### config.mk
export PLATFORM = sky130hd
export DESIGN_NAME = climate_threshold_controller_top_flat
export DESIGN_NICKNAME = d
export VERILOG_FILES = /design/src/hdl/ctc_pkg.sv /design/src/hdl/ctc_if.sv /design/src/hdl/climate_threshold_controller_top.sv /design/src/flat_wrapper.sv
export SDC_FILE = /design/constraint.sdc
export NUM_CORES = 1
export LEC_CHECK = 0
export BUFFER_PORTS_ARGS = -buffer_cell sky130_fd_sc_hd__clkbuf_2
export CAP_MARGIN = 20
export CORE_MARGIN = 1.5
export CORE_UTILIZATION = 65
export DETAILED_ROUTE_END_ITERATION = 10
export HOLD_SLACK_MARGIN = 0.12
export PLACE_DENSITY = 0.84
export SLEW_MARGIN = 20
export SYNTH_ARGS = -nofsm -noshare
export SYNTH_HDL_FRONTEND = slang
export SYNTH_SLANG_ARGS = --single-unit
### constraint.sdc
create_clock -name clk -period 5.89 [get_ports clk]
set_clock_uncertainty 0.15 [all_clocks]
set_input_delay 1.178 -clock clk [delete_from_list [all_inputs] [get_ports clk]]
set_output_delay 1.178 -clock clk [all_outputs]
set_load 0.01 [all_outputs]
### src/hdl/ctc_pkg.sv
// Shared types and constants for the climate threshold controller.
package ctc_pkg;

  localparam int TEMP_W       = 16;
  localparam int ACTION_W     = 2;
  localparam int NUM_REGS     = 7;
  localparam int REG_IDX_W    = 3;
  localparam int BUZZ_CNT_W   = 8;

  localparam int HOT_BUZZ_PERIOD_DEF  = 250;
  localparam int COLD_BUZZ_PERIOD_DEF = 5;

  typedef enum logic [ACTION_W-1:0] {
    ACT_MEASURE    = 2'd0,
    ACT_WATER_TICK = 2'd1,
    ACT_BUZZ_TICK  = 2'd2
  } action_t;

  typedef enum logic [REG_IDX_W-1:0] {
    REG_FAN_ONE    = 3'd0,
    REG_FAN_TWO    = 3'd1,
    REG_WATER      = 3'd2,
    REG_HEATER_ONE = 3'd3,
    REG_HEATER_TWO = 3'd4,
    REG_QUIET      = 3'd5,
    REG_PULSE      = 3'd6
  } reg_idx_t;

  localparam logic [TEMP_W-1:0] FAN_ONE_RST    = 16'd4500;
  localparam logic [TEMP_W-1:0] FAN_TWO_RST    = 16'd6000;
  localparam logic [TEMP_W-1:0] WATER_RST      = 16'd3000;
  localparam logic [TEMP_W-1:0] HEATER_ONE_RST = 16'd1500;
  localparam logic [TEMP_W-1:0] HEATER_TWO_RST = 16'd1000;
  localparam logic [TEMP_W-1:0] QUIET_RST      = 16'd1600;
  localparam logic [TEMP_W-1:0] PULSE_RST      = 16'd1875;

  typedef struct packed {
    logic [TEMP_W-1:0] fan_one_level;
    logic [TEMP_W-1:0] fan_two_level;
    logic [TEMP_W-1:0] water_level;
    logic [TEMP_W-1:0] heater_one_level;
    logic [TEMP_W-1:0] heater_two_level;
    logic [TEMP_W-1:0] quiet_upper_level;
    logic [TEMP_W-1:0] water_pulse_ticks;
  } cfg_regs_t;

  typedef struct packed {
    logic fan_one;
    logic fan_two;
    logic heater_one;
    logic heater_two;
    logic water_valve;
    logic buzzer_level;
  } result_t;

endpackage

### src/hdl/ctc_if.sv
// Channel interfaces: measurement/tick items, drive results, register writes.
interface ctc_item_if;
  logic                               valid;
  logic                               ready;
  logic [ctc_pkg::ACTION_W-1:0]       action;
  logic [ctc_pkg::TEMP_W-1:0]         temperature;
  modport source (output valid, action, temperature, input ready);
  modport sink   (input valid, action, temperature, output ready);
endinterface

interface ctc_result_if;
  logic valid;
  logic ready;
  logic fan_one;
  logic fan_two;
  logic heater_one;
  logic heater_two;
  logic water_valve;
  logic buzzer_level;
  modport source (output valid, fan_one, fan_two, heater_one, heater_two, water_valve,
                  buzzer_level, input ready);
  modport sink   (input valid, fan_one, fan_two, heater_one, heater_two, water_valve,
                  buzzer_level, output ready);
endinterface

interface ctc_cfg_if;
  logic                               valid;
  logic                               ready;
  logic [ctc_pkg::REG_IDX_W-1:0]      index;
  logic [ctc_pkg::TEMP_W-1:0]         data;
  modport source (output valid, index, data, input ready);
  modport sink   (input valid, index, data, output ready);
endinterface

### src/hdl/climate_threshold_controller_top.sv
// Climate threshold controller: fans, heaters, alarm buzzer and water valve.
//
//  channel  | dir | payload                                        | transfer
//  item     | in  | action, temperature                            | valid & ready
//  result   | out | fan_one, fan_two, heater_one, heater_two,      | valid & ready
//           |     | water_valve, buzzer_level                      |
//  cfg      | in  | index, data                                    | valid & ready
//
//  One item per cycle while item.ready is high: the control state updates at the item
//  transfer and the drive outputs land in the result register on the same edge.
//  item.ready is high while the result register is empty or being drained.
//  cfg.ready is always high. rst is synchronous and restores the register defaults.
module climate_threshold_controller_top #(
  parameter int HOT_BUZZ_PERIOD  = ctc_pkg::HOT_BUZZ_PERIOD_DEF,
  parameter int COLD_BUZZ_PERIOD = ctc_pkg::COLD_BUZZ_PERIOD_DEF
) (
  input logic           clk,
  input logic           rst,
  ctc_item_if.sink      item,
  ctc_result_if.source  result,
  ctc_cfg_if.sink       cfg
);

  localparam int TW = ctc_pkg::TEMP_W;
  localparam int BW = ctc_pkg::BUZZ_CNT_W;
  localparam logic [BW:0] HOT_PERIOD  = (BW+1)'(HOT_BUZZ_PERIOD);
  localparam logic [BW:0] COLD_PERIOD = (BW+1)'(COLD_BUZZ_PERIOD);

  ctc_pkg::cfg_regs_t regs;

  logic          primed, primed_next;
  logic [TW-1:0] cur_temp, cur_temp_next;
  logic [1:0]    fan_states, fan_states_next;
  logic [1:0]    heater_states, heater_states_next;
  logic          water_active, water_active_next;
  logic [TW-1:0] valve_ticks, valve_ticks_next;
  logic          alarm_enabled, alarm_enabled_next;
  logic          alarm_is_cold, alarm_is_cold_next;
  logic          buzz_pin, buzz_pin_next;
  logic [BW-1:0] buzz_count, buzz_count_next;
  logic          buzz_running, buzz_running_next;

  ctc_pkg::result_t res_q;
  logic             res_valid;

  logic          item_xfer;
  logic [TW-1:0] t;
  logic [TW-1:0] water_inc;
  logic [BW:0]   buzz_inc;
  logic [BW:0]   period;

  assign item.ready = !res_valid || result.ready;
  assign item_xfer  = item.valid && item.ready;
  assign cfg.ready  = 1'b1;
  assign t          = item.temperature;
  assign water_inc  = valve_ticks + TW'(1);
  assign buzz_inc   = {1'b0, buzz_count} + (BW+1)'(1);
  assign period     = alarm_is_cold ? COLD_PERIOD : HOT_PERIOD;

  always_comb begin
    primed_next        = primed;
    cur_temp_next      = cur_temp;
    fan_states_next    = fan_states;
    heater_states_next = heater_states;
    water_active_next  = water_active;
    valve_ticks_next   = valve_ticks;
    alarm_enabled_next = alarm_enabled;
    alarm_is_cold_next = alarm_is_cold;
    buzz_pin_next      = buzz_pin;
    buzz_count_next    = buzz_count;
    buzz_running_next  = buzz_running;
    unique case (ctc_pkg::action_t'(item.action))
      ctc_pkg::ACT_MEASURE: begin
        cur_temp_next = t;
        if (!primed) begin
          primed_next = 1'b1;
        end else begin
          if (t >= regs.fan_one_level) begin
            fan_states_next[0] = 1'b1;
            if (t >= regs.fan_two_level) begin
              fan_states_next[1] = 1'b1;
              alarm_is_cold_next = 1'b0;
              alarm_enabled_next = 1'b1;
              buzz_running_next  = 1'b1;
            end else begin
              fan_states_next[1] = 1'b0;
              alarm_enabled_next = 1'b0;
            end
          end else begin
            // hold fan two
            fan_states_next[0] = 1'b0;
          end
          if (!water_active &&
              ((cur_temp < regs.water_level && t >= regs.water_level) ||
               (cur_temp > regs.water_level && t <= regs.water_level))) begin
            water_active_next = 1'b1;
            valve_ticks_next  = '0;
          end
          heater_states_next[0] = (t <= regs.heater_one_level);
          if (t <= regs.heater_two_level) begin
            heater_states_next[1] = 1'b1;
            alarm_is_cold_next    = 1'b1;
            alarm_enabled_next    = 1'b1;
            buzz_running_next     = 1'b1;
          end else begin
            heater_states_next[1] = 1'b0;
          end
          if (t > regs.heater_two_level && t < regs.quiet_upper_level) begin
            alarm_enabled_next = 1'b0;
          end
        end
      end
      ctc_pkg::ACT_WATER_TICK: begin
        if (water_active) begin
          if (water_inc == regs.water_pulse_ticks) begin
            water_active_next = 1'b0;
            valve_ticks_next  = '0;
          end else begin
            valve_ticks_next = water_inc;
          end
        end
      end
      ctc_pkg::ACT_BUZZ_TICK: begin
        if (buzz_running) begin
          // a zero period wraps on every tick, same as a period of one
          if (buzz_inc >= period) begin
            buzz_count_next = '0;
            if (alarm_enabled) begin
              buzz_pin_next = !buzz_pin;
            end else begin
              buzz_pin_next     = 1'b0;
              buzz_running_next = 1'b0;
            end
          end else begin
            buzz_count_next = buzz_inc[BW-1:0];
          end
        end
      end
      default: begin
      end
    endcase
  end

  always_ff @(posedge clk) begin
    if (rst) begin
      regs.fan_one_level     <= ctc_pkg::FAN_ONE_RST;
      regs.fan_two_level     <= ctc_pkg::FAN_TWO_RST;
      regs.water_level       <= ctc_pkg::WATER_RST;
      regs.heater_one_level  <= ctc_pkg::HEATER_ONE_RST;
      regs.heater_two_level  <= ctc_pkg::HEATER_TWO_RST;
      regs.quiet_upper_level <= ctc_pkg::QUIET_RST;
      regs.water_pulse_ticks <= ctc_pkg::PULSE_RST;
    end else if (cfg.valid && cfg.ready) begin
      unique case (ctc_pkg::reg_idx_t'(cfg.index))
        ctc_pkg::REG_FAN_ONE:    regs.fan_one_level     <= cfg.data;
        ctc_pkg::REG_FAN_TWO:    regs.fan_two_level     <= cfg.data;
        ctc_pkg::REG_WATER:      regs.water_level       <= cfg.data;
        ctc_pkg::REG_HEATER_ONE: regs.heater_one_level  <= cfg.data;
        ctc_pkg::REG_HEATER_TWO: regs.heater_two_level  <= cfg.data;
        ctc_pkg::REG_QUIET:      regs.quiet_upper_level <= cfg.data;
        ctc_pkg::REG_PULSE:      regs.water_pulse_ticks <= cfg.data;
        default: begin
          // drop writes beyond the register list
        end
      endcase
    end
  end

  always_ff @(posedge clk) begin
    if (rst) begin
      primed        <= 1'b0;
      cur_temp      <= '0;
      fan_states    <= '0;
      heater_states <= '0;
      water_active  <= 1'b0;
      valve_ticks   <= '0;
      alarm_enabled <= 1'b0;
      alarm_is_cold <= 1'b0;
      buzz_pin      <= 1'b0;
      buzz_count    <= '0;
      buzz_running  <= 1'b0;
      res_valid     <= 1'b0;
    end else begin
      if (item_xfer) begin
        primed        <= primed_next;
        cur_temp      <= cur_temp_next;
        fan_states    <= fan_states_next;
        heater_states <= heater_states_next;
        water_active  <= water_active_next;
        valve_ticks   <= valve_ticks_next;
        alarm_enabled <= alarm_enabled_next;
        alarm_is_cold <= alarm_is_cold_next;
        buzz_pin      <= buzz_pin_next;
        buzz_count    <= buzz_count_next;
        buzz_running  <= buzz_running_next;
        res_valid     <= 1'b1;
      end else if (result.ready) begin
        res_valid <= 1'b0;
      end
    end
  end

  always_ff @(posedge clk) begin
    if (item_xfer) begin
      res_q.fan_one      <= fan_states_next[0];
      res_q.fan_two      <= fan_states_next[1];
      res_q.heater_one   <= heater_states_next[0];
      res_q.heater_two   <= heater_states_next[1];
      res_q.water_valve  <= water_active_next;
      res_q.buzzer_level <= buzz_pin_next;
    end
  end

  assign result.valid        = res_valid;
  assign result.fan_one      = res_q.fan_one;
  assign result.fan_two      = res_q.fan_two;
  assign result.heater_one   = res_q.heater_one;
  assign result.heater_two   = res_q.heater_two;
  assign result.water_valve  = res_q.water_valve;
  assign result.buzzer_level = res_q.buzzer_level;

endmodule
### src/flat_wrapper.sv
// flat-port wrapper written by rule: the top's interface ports become plain ports
module climate_threshold_controller_top_flat 
#(
  parameter int HOT_BUZZ_PERIOD  = ctc_pkg::HOT_BUZZ_PERIOD_DEF,
  parameter int COLD_BUZZ_PERIOD = ctc_pkg::COLD_BUZZ_PERIOD_DEF
)
  (clk, rst, item_valid, item_action, item_temperature, item_ready, result_valid, result_fan_one, result_fan_two, result_heater_one, result_heater_two, result_water_valve, result_buzzer_level, result_ready, cfg_valid, cfg_index, cfg_data, cfg_ready);
  ctc_item_if item_i ();
  ctc_result_if result_i ();
  ctc_cfg_if cfg_i ();
  input logic clk;
  input logic rst;
  input wire logic [$bits(item_i.valid)-1:0] item_valid;
  input wire logic [$bits(item_i.action)-1:0] item_action;
  input wire logic [$bits(item_i.temperature)-1:0] item_temperature;
  output wire logic [$bits(item_i.ready)-1:0] item_ready;
  output wire logic [$bits(result_i.valid)-1:0] result_valid;
  output wire logic [$bits(result_i.fan_one)-1:0] result_fan_one;
  output wire logic [$bits(result_i.fan_two)-1:0] result_fan_two;
  output wire logic [$bits(result_i.heater_one)-1:0] result_heater_one;
  output wire logic [$bits(result_i.heater_two)-1:0] result_heater_two;
  output wire logic [$bits(result_i.water_valve)-1:0] result_water_valve;
  output wire logic [$bits(result_i.buzzer_level)-1:0] result_buzzer_level;
  input wire logic [$bits(result_i.ready)-1:0] result_ready;
  input wire logic [$bits(cfg_i.valid)-1:0] cfg_valid;
  input wire logic [$bits(cfg_i.index)-1:0] cfg_index;
  input wire logic [$bits(cfg_i.data)-1:0] cfg_data;
  output wire logic [$bits(cfg_i.ready)-1:0] cfg_ready;
  assign item_i.valid = item_valid;
  assign item_i.action = item_action;
  assign item_i.temperature = item_temperature;
  assign item_ready = item_i.ready;
  assign result_valid = result_i.valid;
  assign result_fan_one = result_i.fan_one;
  assign result_fan_two = result_i.fan_two;
  assign result_heater_one = result_i.heater_one;
  assign result_heater_two = result_i.heater_two;
  assign result_water_valve = result_i.water_valve;
  assign result_buzzer_level = result_i.buzzer_level;
  assign result_i.ready = result_ready;
  assign cfg_i.valid = cfg_valid;
  assign cfg_i.index = cfg_index;
  assign cfg_i.data = cfg_data;
  assign cfg_ready = cfg_i.ready;
  climate_threshold_controller_top #(.HOT_BUZZ_PERIOD(HOT_BUZZ_PERIOD), .COLD_BUZZ_PERIOD(COLD_BUZZ_PERIOD)) u_core (.clk(clk), .rst(rst), .item(item_i), .result(result_i), .cfg(cfg_i));
endmodule
Word level (Yosys, flattened, before mapping)
Cells that the tools add are included.
{"block": "totals", "elab_cells": 123, "out_inout_bits": 9, "input_bits": 42, "reg_bits": 169}
{"block": "classes", "n_addsub": 2, "n_mux": 40, "reduce_logical": 31, "order_cmp": 11, "n_eq_ne": 14}
{"op": "two-way mux 16 bit", "count": 4}
{"op": ">= comparator 16 bit", "count": 3}
{"op": "less-or-equal comparator 16 bit", "count": 3}
{"op": "greater-than comparator 16 bit", "count": 2}
{"op": "< comparator 16 bit", "count": 2}
{"op": "one-hot mux 16 bit (2 select lines)", "count": 1}
{"op": "two-way mux 1 bit", "count": 27}
{"op": "adder 16 x 1 -> 16 bit, second input constant", "count": 1}
{"op": "equality test 16 bit", "count": 1}
{"op": "two-way mux 8 bit", "count": 2}
{"op": "AND reduction 2 bit", "count": 8}
{"op": "AND reduction 5 bit", "count": 3}
{"op": "nonzero test 2 bit", "count": 5}
{"op": "adder 8 x 1 -> 9 bit, second input constant", "count": 1}
{"op": "equality test 3 bit, second input constant", "count": 3}
{"op": ">= comparator 9 bit", "count": 1}
{"op": "two-way mux 2 bit", "count": 4}
{"op": "equality test 3 x 2 -> 1 bit, second input constant", "count": 2}
{"op": "inequality test 2 x 1 -> 1 bit, second input constant", "count": 3}
{"op": "inequality test 3 x 1 -> 1 bit, second input constant", "count": 2}
{"op": "logical AND 1 bit", "count": 5}
{"op": "one-hot mux 1 bit (2 select lines)", "count": 2}
{"op": "AND reduction 4 bit", "count": 1}
{"op": "equality test 3 x 1 -> 1 bit, second input constant", "count": 1}
{"op": "other kinds (8)", "count": 11}

Longest topological paths before layout
{"block": "depth", "ltp_word": 7, "depth_mapped": 12, "depth_no_buf": 11}

Worst setup path before layout
OpenSTA, ideal clock, no wires.
{"block": "synth_timing", "path_kind": "input-to-reg", "from": "in item_temperature[14]", "to": "reg u_core.valve_ticks[0]", "n_path_buf": 1, "setup_ns": 0.058, "arrival_ns": 2.984, "cell_stages": 9, "setup_slack_ns": 2.698, "t_required_ns": 5.682, "cell_sequence": "ha_1 nand4_1 nor3_1 o21ai_0 o31ai_1 a21oi_1 a21oi_1 buf_2 mux2_2"}
{"block": "synth_via", "elab_chain_len": 6, "word_cells_on_any_way": 8, "cone_classes": "order compare (2); eq/ne (1); reduce/logical (5)"}
{"element": "start, declared", "line_no": "flat_wrapper.sv:15", "text": "input wire logic [$bits(item_i.temperature)-1:0] item_temperature;"}
{"element": ">= comparator 16 bit / less-or-equal comparator 16 bit (equally long branches)", "line_no": "climate_threshold_controller_top.sv:94, climate_threshold_controller_top.sv:95"}
{"element": "logical AND 1 bit (on tied branches)", "line_no": "climate_threshold_controller_top.sv:94, climate_threshold_controller_top.sv:95"}
{"element": "logical OR 1 bit *", "line_no": "climate_threshold_controller_top.sv:94", "text": "((cur_temp < regs.water_level && t >= regs.water_level) ||"}
{"element": "logical AND 1 bit *", "line_no": "climate_threshold_controller_top.sv:93", "text": "if (!water_active &&"}
{"element": "inequality test 2 x 1 -> 1 bit (no line) *"}
{"element": "AND reduction 5 bit (no line) *"}
{"element": "end signal, assigned", "line_no": "climate_threshold_controller_top.sv:190", "text": "valve_ticks <= valve_ticks_next;"}
{"element": "end, declared", "line_no": "climate_threshold_controller_top.sv:36", "text": "logic [TW-1:0] valve_ticks, valve_ticks_next;"}
Every way passes the cells marked *; elsewhere a longest branch is shown, timed or not.
A chain may end at the register's enable or synchronous reset.

Final worst setup path
{"block": "layout_timing", "from": "in item_temperature[15]", "to": "reg u_core.valve_ticks[9]"}
The elaborated chain is that of the path after synthesis.

==> metrics.txt <==
# TYPE chip_impl_metric gauge
chip_impl_info{name="run_status",value="completed"} 1
chip_impl_metric{name="critPathRequiredTime",unit="ps"} 6060
chip_impl_metric{name="routed_length_per_placed_instance",unit="microns"} 18.0
chip_impl_metric{name="final_max_slew_violation_count",unit=""} 0
chip_impl_metric{name="cts_resized",unit=""} 0
chip_impl_metric{name="synth-seq-cells",unit=""} 169
chip_impl_metric{name="cts-htree-levels",unit=""} 4
chip_impl_info{name="cts_tree",value="built"} 1
chip_impl_metric{name="leakagePower",unit="nW"} 4.69
chip_impl_info{name="hold_class",value="reg2reg"} 1
chip_impl_metric{name="cts_inserted_buffers",unit=""} 17
chip_impl_metric{name="dp_cells",unit=""} 1451
chip_impl_metric{name="area_taken_by_flip_flops_and_latches",unit="sq mm"} 0.00344
chip_impl_metric{name="ys_types",unit=""} 69
chip_impl_metric{name="drive_gt1_share",unit="%"} 8.04
chip_impl_metric{name="clk_path_buf_depth",unit=""} 2
chip_impl_metric{name="power_per_cell_area",unit="mW/mm^2"} 239
chip_impl_metric{name="grt_max_degree",unit=""} 95
chip_impl_metric{name="postCtsSetupBuffers",unit=""} 0
chip_impl_metric{name="ys_async_sr_fraction",unit="%"} 0
chip_impl_metric{name="grt_pass1_vias",unit=""} 8450
chip_impl_metric{name="final_wirelength",unit="microns"} 26700
chip_impl_metric{name="finish.utilization",unit="%"} 72.1
chip_impl_metric{name="antenna_left",unit=""} 0
chip_impl_metric{name="antenna-diode-count",unit=""} 0
chip_impl_metric{name="finalHoldViolCount",unit=""} 0
chip_impl_info{name="timing_worst_setup_path_type",value="in2reg"} 1
chip_impl_metric{name="dieArea",unit="sq mm"} 0.0161
chip_impl_info{name="layout.cells.most_common_list",value="nand2_1, dfxtp_1, a21oi_1, ha_1, inv_1"} 1
chip_impl_metric{name="initialDrtViolationCount",unit=""} 719
chip_impl_metric{name="peak_supply_drop",unit="mV"} 0.280
chip_impl_metric{name="grtUsageTotal",unit="%"} 33.7
chip_impl_metric{name="die_height",unit="microns"} 127
chip_impl_metric{name="ys.warnings.count",unit=""} 0
chip_impl_metric{name="antenna_found_initial",unit=""} 0
chip_impl_metric{name="drv_cap",unit=""} 0
chip_impl_metric{name="synth_edf_count",unit=""} 6
chip_impl_metric{name="worst_slack",unit="ps"} 2540
chip_impl_metric{name="grt_residual_overflow",unit=""} 0
chip_impl_metric{name="timing.setup.tns",unit="ps"} 0
chip_impl_metric{name="arrival",unit="ps"} 3510
chip_impl_metric{name="layout.cells.non_filler",unit=""} 1482
chip_impl_metric{name="synthesis.instances",unit=""} 1255
chip_impl_metric{name="hpwl",unit="microns"} 18900
chip_impl_metric{name="dr_vias_cell",unit=""} 6.12
chip_impl_metric{name="synth_fp_nets",unit=""} 1418
chip_impl_info{name="mostFrequentLayoutCell",value="nand2_1"} 1
chip_impl_metric{name="number_of_fill_cells_in_the_layout",unit=""} 1207
chip_impl_metric{name="core-area",unit="sq mm"} 0.0151
chip_impl_metric{name="design.portCount",unit=""} 51
chip_impl_metric{name="cts_hold_repair.buffers",unit=""} 0
chip_impl_metric{name="grt_first_pass_wirelength",unit="microns"} 42400
chip_impl_metric{name="crit_fanout",unit=""} 16
chip_impl_metric{name="pre_cts_ws",unit="ps"} 2160
chip_impl_metric{name="synth.cell_area",unit="sq mm"} 0.00997
chip_impl_metric{name="clock_sink_count",unit=""} 169
chip_impl_metric{name="cts_clock_pin_slew_for_the_worst_setup_and_hold_paths",unit="ps"} 70
chip_impl_metric{name="layout_worst_path_cycle_share",unit="%"} 56.8
chip_impl_metric{name="floorplan.initialDensity",unit="%"} 66.1
chip_impl_info{name="crit_path_end_kind",value="flop"} 1
chip_impl_metric{name="post_layout_min_period",unit="ps"} 3350
chip_impl_metric{name="dr.pass1.iters",unit=""} 5
chip_impl_metric{name="globalplace.congestion",unit=""} 0.906
chip_impl_metric{name="vias",unit=""} 9074
chip_impl_metric{name="synth_area_per_cell",unit="sq um"} 7.95
chip_impl_metric{name="clk-insertion-delay-late",unit="ps"} 440
chip_impl_info{name="timing.critical_path.from_type",value="primary input"} 1
chip_impl_metric{name="finalSetupViolations",unit=""} 0
chip_impl_metric{name="achievable-frequency",unit="MHz"} 299
chip_impl_metric{name="floorplan.rows",unit=""} 45
chip_impl_info{name="clock_root_buffer",value="clkbuf_16"} 1
chip_impl_info{name="grt_setup_unrepaired",value="false"} 1
chip_impl_metric{name="timing.max_slew.rel_slack",unit="%"} 34.9
chip_impl_metric{name="detail_route.drc_violations",unit=""} 0
chip_impl_metric{name="worst-slew-pin-transition",unit="ps"} 973
chip_impl_metric{name="die_width",unit="microns"} 127
chip_impl_metric{name="synth-seq-area-share",unit="%"} 34.5
chip_impl_info{name="synth_flop_type",value="dfxtp_1"} 1
chip_impl_metric{name="multi_input_area",unit="sq mm"} 0.00593
chip_impl_metric{name="nets",unit=""} 1445
chip_impl_metric{name="port_buffers",unit=""} 49
chip_impl_metric{name="synthToLayoutAreaGrowth",unit="%"} 9.13
chip_impl_metric{name="hold_slack",unit="ps"} 304
[worst paths after layout]
path	end	from	depth (start not counted)	slack (ps)
worst max-delay path	u_core.valve_ticks[9]	item_temperature[15]	10	2540
worst min register to register	u_core.regs[60]	u_core.regs[60]	2	300
worst min-delay path	u_core.regs[60]	u_core.regs[60]	2	300
worst max register to register	u_core.buzz_count[5]	u_core.buzz_count[0]	11	2560
[registers in the layout, indices dropped and copies added (netlist names)]
register                    count
u_core.water_active             1
u_core.result.heater_one        1
u_core.result.water_valve       1
u_core.alarm_is_cold            1
u_core.result.fan_two           1
u_core.buzz_count               8
u_core.result.buzzer_level      1
u_core.fan_states               2
u_core.buzz_running             1
u_core.valve_ticks             16
u_core.result.fan_one           1
u_core.result.valid             1
u_core.cur_temp                16
u_core.buzz_pin                 1
u_core.regs                   112
u_core.primed                   1
u_core.heater_states            2
u_core.alarm_enabled            1
u_core.result.heater_two        1
[critical path, stage by stage]
cell	delay, ps
clkbuf_2	180
ha_1	360
nand4_1	100
nor3_1	280
o21ai_0	200
o21a_1	220
mux2i_1	300
a21oi_1	110
buf_4	210
a221o_1	350
[cells by family after synthesis]
group	after synthesis	synth area share, %
XOR/XNOR	30	2.63
other	1	0.0376
AND/OR/NAND/NOR	487	22.5
AO/OA/AOI/OAI	288	18.4
flip-flops	169	34.5
multiplexers	6	0.640
buffers and inverters	153	6.15
adder cells (fa/ha/maj)	121	15.2
[Yosys cell counts (8+ instances only)]
cell	n	area, sq um
nand2_1	264	991
dfxtp_1	163	3260
a21oi_1	137	686
ha_1	121	1510
inv_1	104	390
nor2_1	84	315
clkbuf_1	37	139
nand3_1	31	155
o21ai_0	28	140
a211o_1	27	236
a21o_1	22	165
nand3b_1	21	158
xnor2_1	18	158
nand4_1	15	93.8
xor2_1	12	105
a221o_1	11	110
nor2b_1	11	68.8
a211oi_1	9	67.6
nor3_1	9	45.0
a31oi_1	8	50.1
and4_1	8	70.1
nand2b_1	8	50.1
[area by class of cell]
class,instances,share of cell area [%]
clock buffer,22,4.46
tap,188,2.16
multi-input combinational,933,54.5
inverter,104,3.59
sequential,169,31.6
timing repair buffer,57,2.83
clock inverter,9,0.816
[where the power goes]
| group | internal, mW | switching [mW] |
|---|---|---|
| combinational | 0.102 | 0.188 |
| sequential | 1.18 | 0.0135 |
| clock | 0.630 | 0.488 |
[stage by stage]
step                      instance area [sq um]  power, mW
after floorplan                            9970       1.39
after global placement                    10300       1.49
after detailed placement                  10300       1.50
after CTS                                 10900       2.59
after global routing                      10900       2.68
final                                     10900       2.60
[metal layers]
metal	track usage (%)	share of wire, %	vias to the layer above
met3	5.95	7.4	79
met4	14.4	3.7	0
met5	0	0	-
li1	-	-	4392
met2	55.6	47	407
met1	43.5	42	4196
Power figures use the tool's default switching activity.
